==> config.mk <==
export PLATFORM = sky130hd
export DESIGN_NAME = gmb_seq
export DESIGN_NICKNAME = d
export VERILOG_FILES = /design/src/sv/gmb_pkg.sv /design/src/sv/gmb_seq.sv
export SDC_FILE = /design/constraint.sdc
export NUM_CORES = 1
export LEC_CHECK = 0
export BUFFER_PORTS_ARGS = -buffer_cell sky130_fd_sc_hd__buf_2
export CAP_MARGIN = 20
export CORE_ASPECT_RATIO = 0.8
export CORE_MARGIN = 2
export CORE_UTILIZATION = 50
export CTS_BUF_LIST = sky130_fd_sc_hd__clkbuf_4
export DETAILED_ROUTE_END_ITERATION = 10
export GPL_TIMING_DRIVEN = 0
export HOLD_SLACK_MARGIN = 0.02
export PLACE_DENSITY_LB_ADDON = 0.3
export REMOVE_ABC_BUFFERS = 1
export SLEW_MARGIN = 10
export SYNTH_ARGS = -nofsm -noshare
export SYNTH_HDL_FRONTEND = slang
export SYNTH_SLANG_ARGS = --single-unit
==> constraint.sdc <==
create_clock -name aclk -period 5.8 [get_ports aclk]
set_input_delay 0.58 -clock aclk [delete_from_list [all_inputs] [get_ports aclk]]
set_output_delay 0.58 -clock aclk [all_outputs]
set_load 0.02 [all_outputs]
==> src/sv/gmb_pkg.sv <==
// Shared types, result codes and the microcode table of the maze carver
package gmb_pkg;

    // Result kinds carried on the result channel's tuser
    typedef logic [1:0] kind_t;
    localparam kind_t KIND_START = 2'd0;
    localparam kind_t KIND_CARVE = 2'd1;
    localparam kind_t KIND_BACK  = 2'd2;
    localparam kind_t KIND_EMPTY = 2'd3;

    // Request type on the input channel's tuser
    localparam logic REQ_START = 1'b0;

    // Neighbour directions, in search order
    typedef enum logic [1:0] {
        DIR_LEFT,
        DIR_RIGHT,
        DIR_UP,
        DIR_DOWN
    } dir_t;

    // Microcode addresses
    localparam int UA_W = 5;
    typedef logic [UA_W-1:0] uaddr_t;
    localparam uaddr_t UA_FETCH    = 5'd0;
    localparam uaddr_t UA_DISPATCH = 5'd1;
    localparam uaddr_t UA_POP      = 5'd2;
    localparam uaddr_t UA_CUR      = 5'd3;
    localparam uaddr_t UA_RD_MID   = 5'd4;
    localparam uaddr_t UA_RD_UP    = 5'd5;
    localparam uaddr_t UA_RD_DN    = 5'd6;
    localparam uaddr_t UA_LAT_DN   = 5'd7;
    localparam uaddr_t UA_PICK     = 5'd8;
    localparam uaddr_t UA_WR_WALL  = 5'd9;
    localparam uaddr_t UA_WR_NB    = 5'd10;
    localparam uaddr_t UA_EM_CARVE = 5'd11;
    localparam uaddr_t UA_BACK     = 5'd12;
    localparam uaddr_t UA_EM_BACK  = 5'd13;
    localparam uaddr_t UA_EM_EMPTY = 5'd14;
    localparam uaddr_t UA_CLR_INIT = 5'd15;
    localparam uaddr_t UA_CLR      = 5'd16;
    localparam uaddr_t UA_SEED     = 5'd17;
    localparam uaddr_t UA_EM_START = 5'd18;

    // Jump conditions
    typedef enum logic [2:0] {
        JC_NONE,
        JC_ALWAYS,
        JC_NO_VALID,
        JC_START,
        JC_SP_ZERO,
        JC_CLR_MORE,
        JC_NO_CAND
    } jcond_t;

    // Open-map row read select
    typedef enum logic [1:0] {
        MR_NONE,
        MR_CUR,
        MR_UP,
        MR_DN
    } map_rd_t;

    // Open-map read data capture
    typedef enum logic [1:0] {
        ML_NONE,
        ML_MID,
        ML_UP,
        ML_DN
    } map_lat_t;

    // Open-map write select
    typedef enum logic [2:0] {
        MW_NONE,
        MW_CLEAR,
        MW_WALL,
        MW_NB,
        MW_SEED
    } map_wr_t;

    // Stack pointer operation
    typedef enum logic [1:0] {
        SP_NONE,
        SP_DEC,
        SP_PUSH,
        SP_SEED
    } sp_op_t;

    // Result emission
    typedef enum logic [2:0] {
        EM_NONE,
        EM_START,
        EM_CARVE,
        EM_BACK,
        EM_EMPTY
    } emit_t;

    // One control word
    typedef struct packed {
        logic     in_ld;
        logic     stk_rd;
        logic     cur_ld;
        logic     clr_rst;
        logic     cand_ld;
        map_rd_t  map_rd;
        map_lat_t map_lat;
        map_wr_t  map_wr;
        sp_op_t   sp_op;
        emit_t    emit;
        jcond_t   jcond;
        uaddr_t   jtarget;
    } ucode_t;

    localparam ucode_t UCODE_NOP = '{
        in_ld:   1'b0,
        stk_rd:  1'b0,
        cur_ld:  1'b0,
        clr_rst: 1'b0,
        cand_ld: 1'b0,
        map_rd:  MR_NONE,
        map_lat: ML_NONE,
        map_wr:  MW_NONE,
        sp_op:   SP_NONE,
        emit:    EM_NONE,
        jcond:   JC_NONE,
        jtarget: UA_FETCH
    };

    // Datapath status seen by the sequencer
    typedef struct packed {
        logic in_valid;
        logic req_start;
        logic sp_zero;
        logic clr_last;
        logic no_cand;
        logic out_busy;
    } dp_status_t;

    // Control store
    function automatic ucode_t ucode_rom(input uaddr_t addr);
        ucode_t w;
        w = UCODE_NOP;
        unique case (addr)
            UA_FETCH: begin
                w.in_ld   = 1'b1;
                w.jcond   = JC_NO_VALID;
                w.jtarget = UA_FETCH;
            end
            UA_DISPATCH: begin
                w.jcond   = JC_START;
                w.jtarget = UA_CLR_INIT;
            end
            UA_POP: begin
                w.stk_rd  = 1'b1;
                w.jcond   = JC_SP_ZERO;
                w.jtarget = UA_EM_EMPTY;
            end
            UA_CUR: begin
                w.cur_ld = 1'b1;
            end
            UA_RD_MID: begin
                w.map_rd = MR_CUR;
            end
            UA_RD_UP: begin
                w.map_lat = ML_MID;
                w.map_rd  = MR_UP;
            end
            UA_RD_DN: begin
                w.map_lat = ML_UP;
                w.map_rd  = MR_DN;
            end
            UA_LAT_DN: begin
                w.map_lat = ML_DN;
            end
            UA_PICK: begin
                w.cand_ld = 1'b1;
                w.jcond   = JC_NO_CAND;
                w.jtarget = UA_BACK;
            end
            UA_WR_WALL: begin
                w.map_wr = MW_WALL;
            end
            UA_WR_NB: begin
                w.map_wr = MW_NB;
                w.sp_op  = SP_PUSH;
            end
            UA_EM_CARVE: begin
                w.emit    = EM_CARVE;
                w.jcond   = JC_ALWAYS;
                w.jtarget = UA_FETCH;
            end
            UA_BACK: begin
                w.sp_op = SP_DEC;
            end
            UA_EM_BACK: begin
                w.emit    = EM_BACK;
                w.jcond   = JC_ALWAYS;
                w.jtarget = UA_FETCH;
            end
            UA_EM_EMPTY: begin
                w.emit    = EM_EMPTY;
                w.jcond   = JC_ALWAYS;
                w.jtarget = UA_FETCH;
            end
            UA_CLR_INIT: begin
                w.clr_rst = 1'b1;
            end
            UA_CLR: begin
                w.map_wr  = MW_CLEAR;
                w.jcond   = JC_CLR_MORE;
                w.jtarget = UA_CLR;
            end
            UA_SEED: begin
                w.map_wr = MW_SEED;
                w.sp_op  = SP_SEED;
            end
            UA_EM_START: begin
                w.emit    = EM_START;
                w.jcond   = JC_ALWAYS;
                w.jtarget = UA_FETCH;
            end
            default: begin
                w.jcond   = JC_ALWAYS;
                w.jtarget = UA_FETCH;
            end
        endcase
        return w;
    endfunction

endpackage

==> src/sv/gmb_seq.sv <==
// Microcode sequencer: step counter, control store fetch and conditional jumps
module gmb_seq
    import gmb_pkg::*;
(
    input  logic       aclk,
    input  logic       aresetn,
    input  dp_status_t st,
    output ucode_t     cw
);

    uaddr_t upc_reg;
    uaddr_t upc_next;
    ucode_t word;
    logic   taken;
    logic   stall;

    // Fetch the control word, evaluate the jump, hold on a blocked result
    always_comb begin
        word  = ucode_rom(upc_reg);
        stall = (word.emit != EM_NONE) && st.out_busy;
        unique case (word.jcond)
            JC_NONE:     taken = 1'b0;
            JC_ALWAYS:   taken = 1'b1;
            JC_NO_VALID: taken = !st.in_valid;
            JC_START:    taken = st.req_start;
            JC_SP_ZERO:  taken = st.sp_zero;
            JC_CLR_MORE: taken = !st.clr_last;
            JC_NO_CAND:  taken = st.no_cand;
            default:     taken = 1'b0;
        endcase
        priority if (stall) begin
            upc_next = upc_reg;
        end else if (taken) begin
            upc_next = word.jtarget;
        end else begin
            upc_next = upc_reg + 1'b1;
        end
        cw = stall ? UCODE_NOP : word;
    end

    // Step counter
    always_ff @(posedge aclk) begin
        if (!aresetn) begin
            upc_reg <= UA_FETCH;
        end else begin
            upc_reg <= upc_next;
        end
    end

endmodule

==> key figures <==
Routing
  • Avg WL per Cell: 13.7 µm
  • DR iter-0 viols: 32
  • Via/cell ratio: around 5.7
  • DRC Markers: 0
  • Pre-Repair DR Iteration Count: 4
  • Post-Route WL: about 2300 µm
  • Post-route antenna net violation count: 0
  • Routed via count: roughly 980

Floorplanning
  • Io pins: 33
  • Die H: about 42 µm
  • Die width: just over 50 µm
  • Area of the die: around 2200 µm²
  • Core Box Area: approximately 1700 µm²
  • Initial core utilization: 54.2%
  • Row count: 13

Placed design
  • Dpl ws: ~2800 ps
  • Placed insts: about 170
  • Placed wire-length estimate: 1750 µm
  • Placed cell area: ~1000 µm²
  • Port Buf Inserts: 32
  • GPL Wtd Cong: ~0.81

STA
  • Period minus WS final: ~3300 ps
  • Final Hold Fails: 0
  • Slew headroom: 33.2%
  • Setup slack after layout: about 2500 ps
  • # setup viols final: 0
  • Total Negative Setup Slacks: 0 ps
  • Fmax: 304 MHz
  • Worst slew pin tran: slightly below 1000 ps
  • Final Max Tran Viols: 0
  • Period utilisation layout: a little under three fifths
  • RSZ-0062 raised after global routing: false
  • Worst-case clock skew: 2.51 ps

Worst setup path
  • Critical path arrival: approximately 2700 ps
  • Crit-path max FO: 24
  • Crit path launch type: register
  • Worst path required time: 5220 ps
  • Crit Path Category: register to output pin
  • Cell count of the worst reg-to-reg path: 7
  • Worst Setup End Kind: output pin

Final layout
  • # nets final: roughly 160
  • Share of cells above drive strength 1: 35.1%
  • Register area: 100 µm²
  • Largest register FFs: 5
  • Number of fill cells: 168
  • N_diodes: 0
  • Fin area: approximately 1000 µm²
  • Multi-input logic area: approximately 700 µm²
  • Layout Cells excl Fill: 170
  • Synth-to-layout area growth: 15.4%

Yosys
  • Post-Synth Adder-Cell Area: just under 7%
  • Synth top area cells: dfxtp_1 (11%), ha_1 (7.0%), nor2_1 (5.0%), nand3_1 (4.5%), buf_4 (4.2%)
  • XOR/XNOR Fraction of Synth Area: less than 1%
  • Mapped Cells: approximately 120
  • Netlist Area Pre-Place: 900 µm²
  • Async S/R FF share, synth: 0%
  • Post-synth EDFFs: 0
  • Synth warnings: 0
  • Yosys reg bits: 5
  • Syn avg cell area: 7.25 µm²
  • Count leader, synth: nor2_1
  • Top cells by count, synth: nor2_1 (12), nand2_1 (8), nand3_1 (8)
  • Post-synthesis mux area share: about 7%
  • Register area share after synthesis: 11.1%
  • Primary FF master, synth: dfxtp_1
  • Largest family of logic cells by synthesized area: simple AND/OR/NAND/NOR gates
  • Compound-Gate Fraction of Synth Area: a little over a quarter
  • Cell accounting for the most synthesized area: dfxtp_1
  • Top-area cell type share of the netlist area: 11.1%
  • Post-Synth Simple-Gate Area: a little over a third
  • Library cells used by synthesis: 44

Global routing
  • Total global routing overflow: 0
  • Largest net degree at the start of global routing: 25
  • Vias in the first global route: between 800 and 900
  • Initial antenna violation count: 0
  • First-pass GRT wire length: between 3000 and 4000 µm
  • Total track usage: around 23%

Clock tree
  • CTS Buffer Depth: 2
  • H-tree levels: 1
  • Post-CTS setup buffers: 0
  • Clk slew on worst S/H paths: 40 ps
  • Clock Latency Late Sink: 240 ps
  • Post-cts sizing count: 0
  • CTS hold repair buffers: 0
  • CTS tree: yes
  • Clk root buf: clkbuf_4
  • CTS Buf Count: 3
  • CTS sink cnt: 5

Pwr
  • Pwr Total: 0.000443 W
  • Worst vdd ir: between 0.2 and 0.25 mV
  • LEAKAGE: 0.496 nW
  • Total power per unit cell area: around 430 nW/µm²

Worst hold path
  • Depth of the worst hold-timing path: 2
  • Hold Crit Class: register to register

Run
  • Max cap viols: 0

Run status
  • Status: complete, no violations
[cells in the final DEF, fill, tap and decap left out, drive strengths merged, types with 5 or more instances in the layout]
cell type	synthesis	routed
dfxtp	5	5
nor2	12	12
nor3	8	8
a21oi	6	6
and2	5	5
inv	6	6
nand2	9	9
ha	5	5
buf	7	32
nand3	8	8
o21ai	7	7
[area by class of cell]
type,count,share of cell area [%]
Multi-Input combinational cell,101,67.2
Timing Repair Buffer,32,15.4
Inverter,6,2.17
Sequential cell,5,9.64
Clock buffer,4,2.89
Tap cell,22,2.65
[stage by stage]
| step | util (%) | hold WS (ps) |
|---|---|---|
| after floorplan | - | 518 |
| after global routing | 62.6 | 622 |
| after global placement | 60.8 | 540 |
| after CTS | 62.6 | 585 |
| after detailed placement | 60.8 | 576 |
| final | 62.6 | 582 |
[kinds of logic (layout without fill, tap and decap cells)]
logic type / after synthesis / in the layout
compound gates: 31 / 31
xor+xnor: 1 / 1
flops: 5 / 5
buf+inv: 18 / 42
fa+ha+maj: 5 / 5
mux: 4 / 4
simple gates: 60 / 60
[report_power, final]
| part | leakage (nW) | internal, W | switching [W] |
|---|---|---|---|
| Sequential | 0.0409 | 0.0000422 | 0.0000207 |
| Combinational | 0.437 | 0.000134 | 0.000201 |
| Clock | 0.0184 | 0.0000306 | 0.0000138 |
| Total | 0.496 | 0.000207 | 0.000236 |
[critical path, stage by stage (launching register included)]
cell	delay (ps)
dfxtp_1	790
nor2_1	200
and3_1	270
o21ai_0	800
and2_1	250
buf_2	160
[path summary, 6_finish.rpt]
path | startpoint | to | slack, ps
worst max register to register | upc_reg[3]$_SDFFE_PN0N_ | upc_reg[4]$_SDFFE_PN0N_ | 3100
worst min-delay path | upc_reg[1]$_SDFFE_PN0N_ | upc_reg[1]$_SDFFE_PN0N_ | 580
worst max-delay path | upc_reg[2]$_SDFFE_PN0N_ | cw[3] | 2510
worst min register to register | upc_reg[1]$_SDFFE_PN0N_ | upc_reg[1]$_SDFFE_PN0N_ | 580
[per-layer routing]
metal,vias up,share of wire (%),GRT usage [%]
met1,445,44,30.7
met2,43,48,38.5
met3,0,8.1,5.04
met4,0,0,3.16
li1,488,-,-
met5,-,0,0
Power figures use the tool's default switching activity.
